[config.mk]
export PLATFORM = sky130hd
export DESIGN_NAME = infix_to_postfix_converter
export DESIGN_NICKNAME = d
export VERILOG_FILES = /design/src/rtl/i2p_pkg.sv /design/src/rtl/infix_to_postfix_converter.sv /design/src/rtl/i2p_ctrl.sv /design/src/rtl/i2p_datapath.sv
export SDC_FILE = /design/constraint.sdc
export NUM_CORES = 1
export LEC_CHECK = 0
export BUFFER_PORTS_ARGS = -buffer_cell sky130_fd_sc_hd__buf_2
export CAP_MARGIN = 20
export CORE_ASPECT_RATIO = 1.1
export CORE_MARGIN = 2
export CORE_UTILIZATION = 55
export DETAILED_ROUTE_END_ITERATION = 7
export HOLD_SLACK_MARGIN = 0.06
export PLACE_DENSITY = 0.72
export SYNTH_ARGS = -nofsm -noshare
export SYNTH_HDL_FRONTEND = slang
export SYNTH_SLANG_ARGS = --single-unit
[constraint.sdc]
create_clock -name clk_i -period 4.2 [get_ports clk_i]
set_input_delay 0.42 -clock clk_i [delete_from_list [all_inputs] [get_ports clk_i]]
set_output_delay 0.42 -clock clk_i [all_outputs]
set_load 0.05 [all_outputs]
[src/rtl/i2p_pkg.sv]
// ----------------------------------------------------------------------------
// i2p_pkg
// shared types, character constants and operator tables for the infix to
// postfix converter
// ----------------------------------------------------------------------------
package i2p_pkg;

  localparam int unsigned STACK_DEPTH_DEF = 32;

  localparam logic [7:0] CH_LOWER_A = 8'h61;  // 'a'
  localparam logic [7:0] CH_LOWER_Z = 8'h7a;  // 'z'
  localparam logic [7:0] CH_OPEN    = 8'h28;  // '('
  localparam logic [7:0] CH_CLOSE   = 8'h29;  // ')'
  localparam logic [7:0] CH_PLUS    = 8'h2b;  // '+'
  localparam logic [7:0] CH_MINUS   = 8'h2d;  // '-'
  localparam logic [7:0] CH_STAR    = 8'h2a;  // '*'
  localparam logic [7:0] CH_SLASH   = 8'h2f;  // '/'
  localparam logic [7:0] CH_CARET   = 8'h5e;  // '^'

  // stack entry codes
  typedef enum logic [2:0] {
    OP_OPEN = 3'd0,
    OP_ADD  = 3'd1,
    OP_SUB  = 3'd2,
    OP_MUL  = 3'd3,
    OP_DIV  = 3'd4,
    OP_POW  = 3'd5
  } op_code_e;

  typedef enum logic [1:0] {
    ERR_NONE     = 2'd0,
    ERR_CLOSE    = 2'd1,
    ERR_OVERFLOW = 2'd2,
    ERR_OPEN     = 2'd3
  } err_e;

  typedef struct packed {
    logic [7:0] symbol;
    logic       end_of_expression;
  } in_t;

  typedef struct packed {
    logic [7:0] out_symbol;
    logic       symbol_valid;
    logic       last;
    logic [1:0] error;
  } out_t;

  // controller to datapath
  typedef struct packed {
    logic load;
    logic emit_sym;
    logic emit_top;
    logic pop;
    logic push_open;
    logic push_op;
    logic set_err;
    err_e err_code;
    logic finish;
  } cmd_t;

  // datapath to controller
  typedef struct packed {
    logic is_letter;
    logic is_open;
    logic is_close;
    logic is_op;
    logic sp_zero;
    logic tos_open;
    logic prec_ge;
    logic err_nz;
    logic fin;
    logic emit_ok;
    logic out_free;
  } status_t;

  function automatic logic [7:0] code_char(op_code_e code);
    logic [7:0] ch;
    case (code)
      OP_ADD:  ch = CH_PLUS;
      OP_SUB:  ch = CH_MINUS;
      OP_MUL:  ch = CH_STAR;
      OP_DIV:  ch = CH_SLASH;
      OP_POW:  ch = CH_CARET;
      default: ch = CH_OPEN;
    endcase
    return ch;
  endfunction

  function automatic logic [1:0] code_prec(op_code_e code);
    logic [1:0] p;
    case (code)
      OP_ADD, OP_SUB: p = 2'd1;
      OP_MUL, OP_DIV: p = 2'd2;
      OP_POW:         p = 2'd3;
      default:        p = 2'd0;
    endcase
    return p;
  endfunction

  // operator character to stack code, open code for anything else
  function automatic op_code_e sym_to_code(logic [7:0] ch);
    op_code_e c;
    case (ch)
      CH_PLUS:  c = OP_ADD;
      CH_MINUS: c = OP_SUB;
      CH_STAR:  c = OP_MUL;
      CH_SLASH: c = OP_DIV;
      CH_CARET: c = OP_POW;
      default:  c = OP_OPEN;
    endcase
    return c;
  endfunction

endpackage

[src/rtl/infix_to_postfix_converter.sv]
// ----------------------------------------------------------------------------
// infix_to_postfix_converter
// shunting-yard conversion of an ASCII infix expression into postfix form
// ----------------------------------------------------------------------------
// usage
//   input channel: one character per transaction (in_data_i.symbol) with
//   end_of_expression marking the last character of an expression
//   output channel: postfix characters; the final transaction of each
//   expression has last set and carries the error code, and is a bare
//   marker (symbol_valid low) when the final step produced no character
// timing
//   a character is taken in one cycle and worked in the next; a letter
//   that is not the final character goes from the symbol register to the
//   output register once the output path has room, which raises out_valid_o
//   operators popped by ')' or by precedence leave one at a time through
//   the pop loop, which also waits for room in the output path
//   the final step then runs S_END, S_FLUSH (one stack entry per step) and
//   S_DONE, or only S_END and S_DONE when a set error drops the stack
// reset
//   empty stack, no error, both channels idle; the stack memory itself is
//   not cleared, only entries below the stack pointer are ever read
// stall
//   the output register holds while out_stall_i is high; the sequencer
//   waits on emission so nothing is dropped, and in_stall_o stays high
//   until the current character is fully worked
// ----------------------------------------------------------------------------
module infix_to_postfix_converter
  import i2p_pkg::*;
#(
  parameter int unsigned STACK_DEPTH = STACK_DEPTH_DEF
) (
  input  logic clk_i,
  input  logic rst_ni,
  // input transactions
  input  logic in_valid_i,
  output logic in_stall_o,
  input  in_t  in_data_i,
  // output transactions
  output logic out_valid_o,
  input  logic out_stall_i,
  output out_t out_data_o
);

  // command and status between sequencer and datapath
  cmd_t    cmd;
  status_t status;

  i2p_ctrl u_ctrl (
    .clk_i      (clk_i),
    .rst_ni     (rst_ni),
    .in_valid_i (in_valid_i),
    .in_stall_o (in_stall_o),
    .status_i   (status),
    .cmd_o      (cmd)
  );

  i2p_datapath #(
    .STACK_DEPTH (STACK_DEPTH)
  ) u_datapath (
    .clk_i       (clk_i),
    .rst_ni      (rst_ni),
    .in_data_i   (in_data_i),
    .cmd_i       (cmd),
    .status_o    (status),
    .out_stall_i (out_stall_i),
    .out_valid_o (out_valid_o),
    .out_data_o  (out_data_o)
  );

endmodule

[src/rtl/i2p_ctrl.sv]
// ----------------------------------------------------------------------------
// i2p_ctrl
// sequencer: accepts one character, steps the pop loops one operator per
// cycle while the output path has room and runs the end-of-expression flush
// ----------------------------------------------------------------------------
module i2p_ctrl
  import i2p_pkg::*;
(
  input  logic    clk_i,
  input  logic    rst_ni,
  input  logic    in_valid_i,
  output logic    in_stall_o,
  input  status_t status_i,
  output cmd_t    cmd_o
);

  typedef enum logic [4:0] {
    S_IDLE  = 5'b00001,
    S_EXEC  = 5'b00010,
    S_END   = 5'b00100,
    S_FLUSH = 5'b01000,
    S_DONE  = 5'b10000
  } state_e;

  state_e state_q, state_d;
  state_e step_done;

  assign in_stall_o = (state_q != S_IDLE);
  assign step_done  = status_i.fin ? S_END : S_IDLE;

  always_comb begin
    cmd_o   = '0;
    state_d = state_q;
    unique case (state_q)
      S_IDLE: begin
        if (in_valid_i) begin
          cmd_o.load = 1'b1;
          state_d    = S_EXEC;
        end
      end
      S_EXEC: begin
        priority if (status_i.err_nz) begin
          state_d = step_done;
        end else if (status_i.is_letter) begin
          if (status_i.emit_ok) begin
            cmd_o.emit_sym = 1'b1;
            state_d        = step_done;
          end
        end else if (status_i.is_open) begin
          cmd_o.push_open = 1'b1;
          state_d         = step_done;
        end else if (status_i.is_close) begin
          priority if (status_i.sp_zero) begin
            cmd_o.set_err  = 1'b1;
            cmd_o.err_code = ERR_CLOSE;
            state_d        = step_done;
          end else if (status_i.tos_open) begin
            cmd_o.pop = 1'b1;
            state_d   = step_done;
          end else if (status_i.emit_ok) begin
            cmd_o.emit_top = 1'b1;
            cmd_o.pop      = 1'b1;
          end
        end else if (status_i.is_op) begin
          if (!status_i.sp_zero && !status_i.tos_open && status_i.prec_ge) begin
            if (status_i.emit_ok) begin
              cmd_o.emit_top = 1'b1;
              cmd_o.pop      = 1'b1;
            end
          end else begin
            cmd_o.push_op = 1'b1;
            state_d       = step_done;
          end
        end else begin
          state_d = step_done;
        end
      end
      S_END: begin
        // an error already raised drops the stack without output
        state_d = status_i.err_nz ? S_DONE : S_FLUSH;
      end
      S_FLUSH: begin
        priority if (status_i.sp_zero) begin
          state_d = S_DONE;
        end else if (status_i.tos_open) begin
          cmd_o.pop = 1'b1;
          if (!status_i.err_nz) begin
            cmd_o.set_err  = 1'b1;
            cmd_o.err_code = ERR_OPEN;
          end
        end else if (status_i.emit_ok) begin
          cmd_o.emit_top = 1'b1;
          cmd_o.pop      = 1'b1;
        end
      end
      S_DONE: begin
        if (status_i.out_free) begin
          cmd_o.finish = 1'b1;
          state_d      = S_IDLE;
        end
      end
      default: begin
        state_d = S_IDLE;
      end
    endcase
  end

  always_ff @(posedge clk_i or negedge rst_ni) begin
    if (!rst_ni) begin
      state_q <= S_IDLE;
    end else begin
      state_q <= state_d;
    end
  end

endmodule

[src/rtl/i2p_datapath.sv]
// ----------------------------------------------------------------------------
// i2p_datapath
// symbol register, operator stack (top register plus memory), error status,
// one-deep holding register for the final step and the output register
// ----------------------------------------------------------------------------
module i2p_datapath
  import i2p_pkg::*;
#(
  parameter int unsigned STACK_DEPTH = STACK_DEPTH_DEF
) (
  input  logic    clk_i,
  input  logic    rst_ni,
  input  in_t     in_data_i,
  input  cmd_t    cmd_i,
  output status_t status_o,
  input  logic    out_stall_i,
  output logic    out_valid_o,
  output out_t    out_data_o
);

  localparam int unsigned SW          = $clog2(STACK_DEPTH + 1);
  localparam int unsigned AW          = $clog2(STACK_DEPTH);
  localparam int unsigned MEM_ENTRIES = 1 << AW;
  localparam logic [SW-1:0] SP_FULL   = SW'(STACK_DEPTH);

  logic [7:0]    sym_q, sym_d;
  logic          fin_q, fin_d;
  logic [SW-1:0] sp_q, sp_d;
  op_code_e      tos_q, tos_d;
  op_code_e      rd_q;
  err_e          err_q, err_d;
  logic          pend_valid_q, pend_valid_d;
  logic [7:0]    pend_sym_q, pend_sym_d;
  logic          out_valid_q, out_valid_d;
  out_t          out_q, out_d;

  op_code_e      mem [MEM_ENTRIES];

  op_code_e      sym_code, push_code;
  logic          is_letter, is_op, out_free, emit_ok, emit_en, push_en, full;
  logic [7:0]    emit_char;
  logic          mem_we;
  logic [AW-1:0] mem_waddr, mem_raddr;

  assign sym_code  = sym_to_code(sym_q);
  assign is_letter = (sym_q >= CH_LOWER_A) && (sym_q <= CH_LOWER_Z);
  assign is_op     = (sym_q == CH_PLUS) || (sym_q == CH_MINUS) || (sym_q == CH_STAR) ||
                     (sym_q == CH_SLASH) || (sym_q == CH_CARET);
  assign out_free  = !out_valid_q || !out_stall_i;
  // ordinary steps write the output directly, the final step goes through
  // the holding register so that its last result can be tagged
  assign emit_ok   = fin_q ? (!pend_valid_q || out_free) : out_free;
  assign emit_en   = cmd_i.emit_sym || cmd_i.emit_top;
  assign emit_char = cmd_i.emit_sym ? sym_q : code_char(tos_q);
  assign push_en   = cmd_i.push_open || cmd_i.push_op;
  assign push_code = cmd_i.push_open ? OP_OPEN : sym_code;
  assign full      = (sp_q == SP_FULL);

  assign status_o.is_letter = is_letter;
  assign status_o.is_open   = (sym_q == CH_OPEN);
  assign status_o.is_close  = (sym_q == CH_CLOSE);
  assign status_o.is_op     = is_op;
  assign status_o.sp_zero   = (sp_q == '0);
  assign status_o.tos_open  = (tos_q == OP_OPEN);
  assign status_o.prec_ge   = (code_prec(tos_q) >= code_prec(sym_code));
  assign status_o.err_nz    = (err_q != ERR_NONE);
  assign status_o.fin       = fin_q;
  assign status_o.emit_ok   = emit_ok;
  assign status_o.out_free  = out_free;

  always_comb begin
    sym_d        = sym_q;
    fin_d        = fin_q;
    sp_d         = sp_q;
    tos_d        = tos_q;
    err_d        = err_q;
    pend_valid_d = pend_valid_q;
    pend_sym_d   = pend_sym_q;
    out_d        = out_q;
    out_valid_d  = out_valid_q && out_stall_i;

    if (cmd_i.load) begin
      sym_d = in_data_i.symbol;
      fin_d = in_data_i.end_of_expression;
    end
    if (cmd_i.pop) begin
      sp_d  = sp_q - SW'(1);
      tos_d = rd_q;
    end
    if (push_en) begin
      if (full) begin
        err_d = ERR_OVERFLOW;
      end else begin
        tos_d = push_code;
        sp_d  = sp_q + SW'(1);
      end
    end
    if (cmd_i.set_err) begin
      err_d = cmd_i.err_code;
    end
    if (emit_en) begin
      if (!fin_q) begin
        out_d       = '{out_symbol: emit_char, symbol_valid: 1'b1, last: 1'b0, error: 2'b00};
        out_valid_d = 1'b1;
      end else begin
        if (pend_valid_q) begin
          out_d       = '{out_symbol: pend_sym_q, symbol_valid: 1'b1, last: 1'b0,
                          error: 2'b00};
          out_valid_d = 1'b1;
        end
        pend_sym_d   = emit_char;
        pend_valid_d = 1'b1;
      end
    end
    if (cmd_i.finish) begin
      if (pend_valid_q) begin
        out_d = '{out_symbol: pend_sym_q, symbol_valid: 1'b1, last: 1'b1, error: err_q};
      end else begin
        out_d = '{out_symbol: 8'h00, symbol_valid: 1'b0, last: 1'b1, error: err_q};
      end
      out_valid_d  = 1'b1;
      pend_valid_d = 1'b0;
      sp_d         = '0;
      err_d        = ERR_NONE;
    end
  end

  // entries below the top live in memory; rd_q tracks the entry under the top
  assign mem_we    = push_en && !full && (sp_q != '0);
  assign mem_waddr = AW'(sp_q - SW'(1));
  assign mem_raddr = AW'(sp_d - SW'(2));

  always_ff @(posedge clk_i) begin
    if (mem_we) begin
      mem[mem_waddr] <= tos_q;
    end
    if (mem_we && (mem_waddr == mem_raddr)) begin
      rd_q <= tos_q;
    end else begin
      rd_q <= mem[mem_raddr];
    end
  end

  always_ff @(posedge clk_i or negedge rst_ni) begin
    if (!rst_ni) begin
      fin_q        <= 1'b0;
      sp_q         <= '0;
      err_q        <= ERR_NONE;
      pend_valid_q <= 1'b0;
      out_valid_q  <= 1'b0;
    end else begin
      fin_q        <= fin_d;
      sp_q         <= sp_d;
      err_q        <= err_d;
      pend_valid_q <= pend_valid_d;
      out_valid_q  <= out_valid_d;
    end
  end

  always_ff @(posedge clk_i) begin
    sym_q      <= sym_d;
    tos_q      <= tos_d;
    pend_sym_q <= pend_sym_d;
    out_q      <= out_d;
  end

  assign out_valid_o = out_valid_q;
  assign out_data_o  = out_q;

  a_sp_bound: assert property (@(posedge clk_i) disable iff (!rst_ni)
    sp_q <= SP_FULL)
    else $error("stack pointer beyond depth");

  a_pend_final: assert property (@(posedge clk_i) disable iff (!rst_ni)
    pend_valid_q |-> fin_q)
    else $error("holding register used outside the final step");

  a_pop_nonempty: assert property (@(posedge clk_i) disable iff (!rst_ni)
    cmd_i.pop |-> (sp_q != '0))
    else $error("pop from empty stack");

  a_emit_room: assert property (@(posedge clk_i) disable iff (!rst_ni)
    emit_en |-> emit_ok)
    else $error("emit without room in output path");

  a_finish_room: assert property (@(posedge clk_i) disable iff (!rst_ni)
    cmd_i.finish |-> out_free)
    else $error("finish while output register is held");

endmodule
==> results.py, run 1 <==
metrics = {
    "drt": {
        "routedWlPerCell_um": 20.4,
        "drc_errors": 0,
        "viasPerCell": 6.00,
        "routed_wl_um": 13400,
        "drtIter0Drc": 341,
        "drtPass1Iterations": 5,
        "drtAntennaViolNets": 0,
        "vias": 3945,
    },
    "clock_network": {
        "cts_setup_buffers": 0,
        "clock_sinks": 148,
        "htreeDepth": 4,
        "cts_tree": "done",
        "cts_made_buffers": 17,
        "clock_latency_ns": 0.42,
        "cts_root_buf": "clkbuf_16",
        "clock_path_buffers": 2,
        "clk_pin_slew_worst_paths_ns": 0.06,
    },
    "critical_path": {
        "crit_path_start_kind": "flip-flop",
        "crit_type": "flip-flop to flip-flop",
        "cp.arrival_ns": 3.79,
        "cp_max_fo": 8,
        "r2r_slack_ns": 0.50,
        "worstPathRequired_ns": 4.29,
        "setup.worst_path.end_class": "flip-flop",
    },
    "timing": {
        "rsz0062_at_grt": "false",
        "setup_viol": 0,
        "max_freq_ghz": 0.270,
        "slew_viol_final": 0,
        "tightest_slew_ns": 0.695,
        "max-slew-margin-rel_pct": 53.0,
        "min_period_ns": 3.70,
        "hold_viol": 0,
        "period_share_pct": 88.2,
        "clock_skew_ns": 0.0110,
        "tns_ns": 0,
    },
    "global_routing": {
        "first_global_vias": 4002,
        "grt_usage_pct": 23.0,
        "grt_pass1_wl_um": 21600,
        "grt_overflow": 0,
        "grt_max_degree": 37,
        "antenna_found_initial": 0,
    },
    "floorplan": {
        "io_pins": 27,
        "num_rows": 41,
        "die-area_um2": 12800,
        "start_util_pct": 56.9,
        "core_um2": 11500,
        "fp.dieW_um": 108,
        "die_y_um": 119,
    },
    "worst_hold_path": {
        "min_path_type": "primary input to flip-flop",
    },
    "pwr": {
        "totalPowerFinal_mw": 3.77,
        "peakVddDrop_mv": 0.320,
        "power.density_nw_per_um2": 507,
        "p_leak_nw": 2.91,
    },
    "final_layout": {
        "insertedDiodeCount": 0,
        "final_area_um2": 7440,
        "final_common_cell": "edfxtp_1",
        "area_growth_pct": 13.2,
        "layout.nets": 517,
        "layout.cells.most_common_list": "124 x edfxtp_1, 55 x nor2_1, 32 x nand2_1",
        "finalNonFillerCells": 658,
        "drive_gt1_share_pct": 21.7,
        "final_util_pct": 64.4,
    },
    "logic_synthesis": {
        "synthFlopType": "edfxtp_1",
        "synth.ff_latch_count": 148,
        "ys_async_sr_fraction_pct": 10.8,
        "synth_cell_types": 56,
        "synth_seq_area_share_pct": 65.2,
        "syn_nets": 479,
        "synth_warnings": 0,
        "avgSynthCellArea_um2": 14.4,
        "syn-cell-area_um2": 6570,
        "synth-edff-count": 124,
        "syn-instance-count": 457,
    },
    "placed_design": {
        "dp_cells": 624,
        "gp_congestion": 0.865,
        "placedInstanceArea_um2": 6870,
        "portBuffers": 26,
        "dpl.hpwl_um": 8700,
    },
    "status": {
        "outcome": "finished, final reports clean",
    },
    "flow_run": {
        "maxCapViolations": 0,
    },
}
[state kept, by name, indices dropped and copies added, names as in the netlist, named ones only]
name / flops
u_datapath.pend_valid_q: 1
u_datapath.pend_sym_q: 8
u_datapath.out_valid_o: 1
u_datapath.mem: 96
u_datapath.out_data_o: 12
u_ctrl.state_q: 5
u_datapath.fin_q: 1
u_datapath.sym_q: 8
u_datapath.tos_q: 3
u_datapath.err_q: 2
u_datapath.sp_q: 6
[cell type report]
cell class	instances	area, um^2
flip-flops and latches	148	4290
clock inverters	12	83.8
inverters	12	45.0
repair buffers	36	228
well taps	150	188
fillers	874	4110
multi-input cells	280	2170
clock buffers	20	437
[cell families (layout without fill, tap and decap cells)]
logic type / count (synthesis) / in the layout / synth area share [%]
AO/OA/AOI/OAI: 66 / 66 / 7.01
XOR/XNOR: 10 / 10 / 1.33
adder cells (fa/ha/maj): 9 / 9 / 1.71
buffers and inverters: 29 / 80 / 1.83
flip-flops: 148 / 148 / 65.2
multiplexers: 37 / 37 / 11.4
other: 1 / 1 / 0.0571
AND/OR/NAND/NOR: 157 / 157 / 11.4
[cell usage after synthesis, types with 4 or more instances]
cell      instances  area share [%]
nor2b_1           4            0.38
inv_1            12            0.69
nor3_1            7            0.53
and2_1            6            0.57
xor2_1            4            0.53
or3_1             9            0.86
ha_1              9             1.7
nand2b_1          9            0.86
dfrtp_1          15             5.7
a21oi_1          10            0.76
a22o_1            7            0.93
nand3_1          14             1.1
a21o_1            4            0.46
mux2i_1           5            0.76
xnor2_1           6            0.80
o21ai_0          17             1.3
buf_1             4            0.23
clkbuf_1          9            0.51
dfxtp_1           8             2.4
nor2_1           55             3.1
mux4_2           30              10
nand2_1          32             1.8
or2_2             5            0.48
edfxtp_1        124              57
[power by group]
part	internal [mW]	switching [mW]
sequential	1.67	0.124
clock	0.754	0.574
combinational	0.278	0.371
total	2.70	1.07
[per-stage QoR]
step | hold WS, ns | worst slack, ns
6_report | 0.172 | 0.496
4_1_cts | 0.158 | 0.274
3_5_place_dp | 0.364 | 0.328
2_1_floorplan | 0.124 | 0.671
5_1_grt | 0.162 | 0.0858
3_3_place_gp | 0.362 | 0.481
[worst max-delay path, cell delays in order, from the launching register on]
cell	delay (ns)
edfxtp_1	0.44
nor4b_2	0.47
nand2_1	0.13
o21ai_0	0.17
a21oi_1	0.09
nor2_1	0.11
ha_1	0.22
nand2b_1	0.13
a21oi_1	0.24
o211ai_1	0.12
o22a_1	0.31
nor2_1	0.22
nand2_1	0.36
nor2_1	0.36
[metal layers]
metal  up-vias  routed length, um  global-route usage (%)
met1      1983               5430                    28.9
met5         -                  0                       0
met2       125               7220                    39.0
li1       1825                  -                       -
met4         0                136                    7.13
met3        12                631                    5.79
[what timing repair did]
| action | CTS | global route |
|---|---|---|
| setup endpoints to repair | 0 | 94 |
| hold buffers | 1 | 0 |
| endpoints found under the hold margin | 15 | 0 |
| resized for setup | 0 | 1 |
[final timing paths]
check                                              start                        end  cells after the start
worst max-delay path                 u_datapath.sym_q[7]       u_datapath.mem[1][1]                     13
worst min-delay path                        in_data_i[2]        u_datapath.sym_q[1]                      1
worst max register to register       u_datapath.sym_q[7]       u_datapath.mem[1][1]                     13
worst min register to register  u_datapath.pend_sym_q[7]  u_datapath.out_data_o[11]                      1
max in group asynchronous                         rst_ni          u_ctrl.state_q[0]                      2
min in group asynchronous                         rst_ni           u_datapath.fin_q                      2
(Power assumes the default switching activity.)
==> run 2: changes to the inputs <==
clock period = 4.3 ns   (was 4.2 ns; I/O delays follow)
==> results.py, run 2 (synthesized netlist as in run 1, its figures left out) <==
metrics = {
    "floorplan": {
        "die-area_um2": 12800,
        "num_rows": 41,
        "io_pins": 27,
        "core_um2": 11500,
        "start_util_pct": 56.9,
        "fp.dieW_um": 108,
        "die_y_um": 119,
    },
    "drt": {
        "viasPerCell": 5.86,
        "drc_errors": 0,
        "routed_wl_um": 13000,
        "drtAntennaViolNets": 0,
        "vias": 3840,
        "drtPass1Iterations": 5,
        "routedWlPerCell_um": 19.9,
        "drtIter0Drc": 247,
    },
    "critical_path": {
        "cp.arrival_ns": 4.17,
        "crit_path_start_kind": "flip-flop",
        "setup.worst_path.end_class": "flip-flop",
        "crit_type": "flip-flop to flip-flop",
        "cp_max_fo": 10,
        "worstPathRequired_ns": 4.61,
    },
    "global_routing": {
        "first_global_vias": 4006,
        "grt_usage_pct": 22.4,
        "grt_pass1_wl_um": 21100,
        "grt_max_degree": 37,
        "grt_overflow": 0,
        "antenna_found_initial": 0,
    },
    "final_layout": {
        "layout.cells.most_common_list": "124 x edfxtp_1, 55 x nor2_1, 32 x nand2_1",
        "finalNonFillerCells": 655,
        "largest_register": "u_datapath.mem",
        "final_util_pct": 64.5,
        "fill_cells": 837,
        "drive_gt1_share_pct": 21.8,
        "largest_register_ffs": 96,
        "insertedDiodeCount": 0,
        "regArea_um2": 4290,
        "multi_input_area_um2": 2180,
        "final_common_cell": "edfxtp_1",
        "area_growth_pct": 13.4,
        "layout.nets": 514,
    },
    "timing": {
        "tns_ns": 0,
        "slew_viol_final": 0,
        "min_period_ns": 3.86,
        "rsz0062_at_grt": "false",
        "max_freq_ghz": 0.259,
        "clock_skew_ns": 0.00917,
        "hold-worst-slack_ns": 0.187,
        "setup_viol": 0,
        "period_share_pct": 89.8,
        "hold_viol": 0,
        "max-slew-margin-rel_pct": 59.7,
        "tightest_slew_ns": 0.597,
    },
    "pwr": {
        "p_switching_mw": 1.07,
        "p_comb_share_pct": 16.7,
        "p_int_mw": 2.65,
        "power.density_nw_per_um2": 500,
        "pwr-share-seq_pct": 47.2,
        "peakVddDrop_mv": 0.275,
        "swShare_pct": 28.8,
        "clkPwrFrac_pct": 36.1,
        "p_leak_nw": 2.91,
    },
    "placed_design": {
        "dp_cells": 621,
        "portBuffers": 26,
        "gp_congestion": 0.894,
        "dpl.hpwl_um": 8620,
    },
    "clock_network": {
        "clock_path_buffers": 2,
        "clk_pin_slew_worst_paths_ns": 0.06,
        "cts_setup_buffers": 0,
        "cts_made_buffers": 17,
        "clock_sinks": 148,
        "clock_latency_ns": 0.42,
        "cts_root_buf": "clkbuf_16",
        "htreeDepth": 4,
        "cts_tree": "done",
    },
    "flow_run": {
        "maxCapViolations": 0,
    },
    "worst_hold_path": {
        "min_path_type": "primary input to flip-flop",
    },
    "status": {
        "outcome": "finished, final reports clean",
    },
}
[run 2: cell types whose count changed in the layout (fill, tap and decap cells not counted), moves of 3 or more]
| cell | change |
|---|---|
| clkbuf_1 | -3 |
| inv_6 | +3 |
| buf_4 | -3 |
| clkinv_4 | +3 |
| clkinv_2 | -4 |
[run 2: cell type report]
cell class | count | share of cell area, %
inverters | 12 | 0.605
multi-input cells | 280 | 29.2
flip-flops and latches | 148 | 57.5
clock buffers | 17 | 5.71
clock inverters | 15 | 1.66
repair buffers | 33 | 2.75
well taps | 150 | 2.52
[run 2: power by group through the flow]
stage / Combinational (mW) / Clock (mW) / Sequential (mW)
after floorplan: 0.525 / 0 / 1.72
after global placement: 0.558 / 0 / 1.81
after detailed placement: 0.570 / 0 / 1.81
after CTS: 0.575 / 1.37 / 1.78
after global routing: 0.686 / 1.43 / 1.78
final: 0.621 / 1.35 / 1.76
[run 2: timing repair]
item | 4_1_cts | 5_1_grt
endpoints found under the setup margin | 0 | 89
resized for setup | 0 | 2
hold buffers | 1 | 0
endpoints found under the hold margin | 15 | 0
[run 2: path summary, 6_finish.rpt]
kind | slack, ns | cells past startpoint | startpoint | end
max reg2reg | 0.44 | 16 | u_datapath.sym_q[7] | flip-flop
max | 0.44 | 16 | u_datapath.sym_q[7] | flip-flop
max in group asynchronous | 3.53 | 2 | rst_ni | u_ctrl.state_q[0]
min reg2reg | 0.53 | 1 | u_datapath.pend_sym_q[7] | u_datapath.out_data_o[11]
min | 0.19 | 1 | in_data_i[5] | u_datapath.sym_q[4]
min in group asynchronous | 0.46 | 2 | rst_ni | u_datapath.fin_q
[run 2: critical path, cell delays in order (launching register included)]
cell and delay (ns):
edfxtp_1 0.44, nor4b_2 0.49, nand2_1 0.13, o21ai_0 0.21, a21oi_1 0.10, nor2_1 0.12, ha_1 0.23, nand2b_1 0.14
a21oi_1 0.23, o211ai_1 0.12, o22a_1 0.31, nor2_2 0.33, a22oi_1 0.13, xor2_1 0.17, or2_2 0.30, ha_1 0.19
xnor2_1 0.12
[run 2: through the flow]
stage / area (um^2) / setup slack [ns] / total power [mW]
CTS: 7410 / 0.231 / 3.73
finish: 7450 / 0.437 / 3.73
global route: 7450 / 0.102 / 3.89
floorplan: 6570 / 0.771 / 2.24
global placement: 6850 / 0.490 / 2.36
detailed placement: 6850 / 0.248 / 2.38
[run 2: layer usage]
layer	up-vias	global-route usage (%)	wire [um]
met2	109	39.0	6970
met5	-	0	0
li1	1812	-	-
met1	1902	26.8	5270
met4	0	7.53	223
met3	17	5.74	554
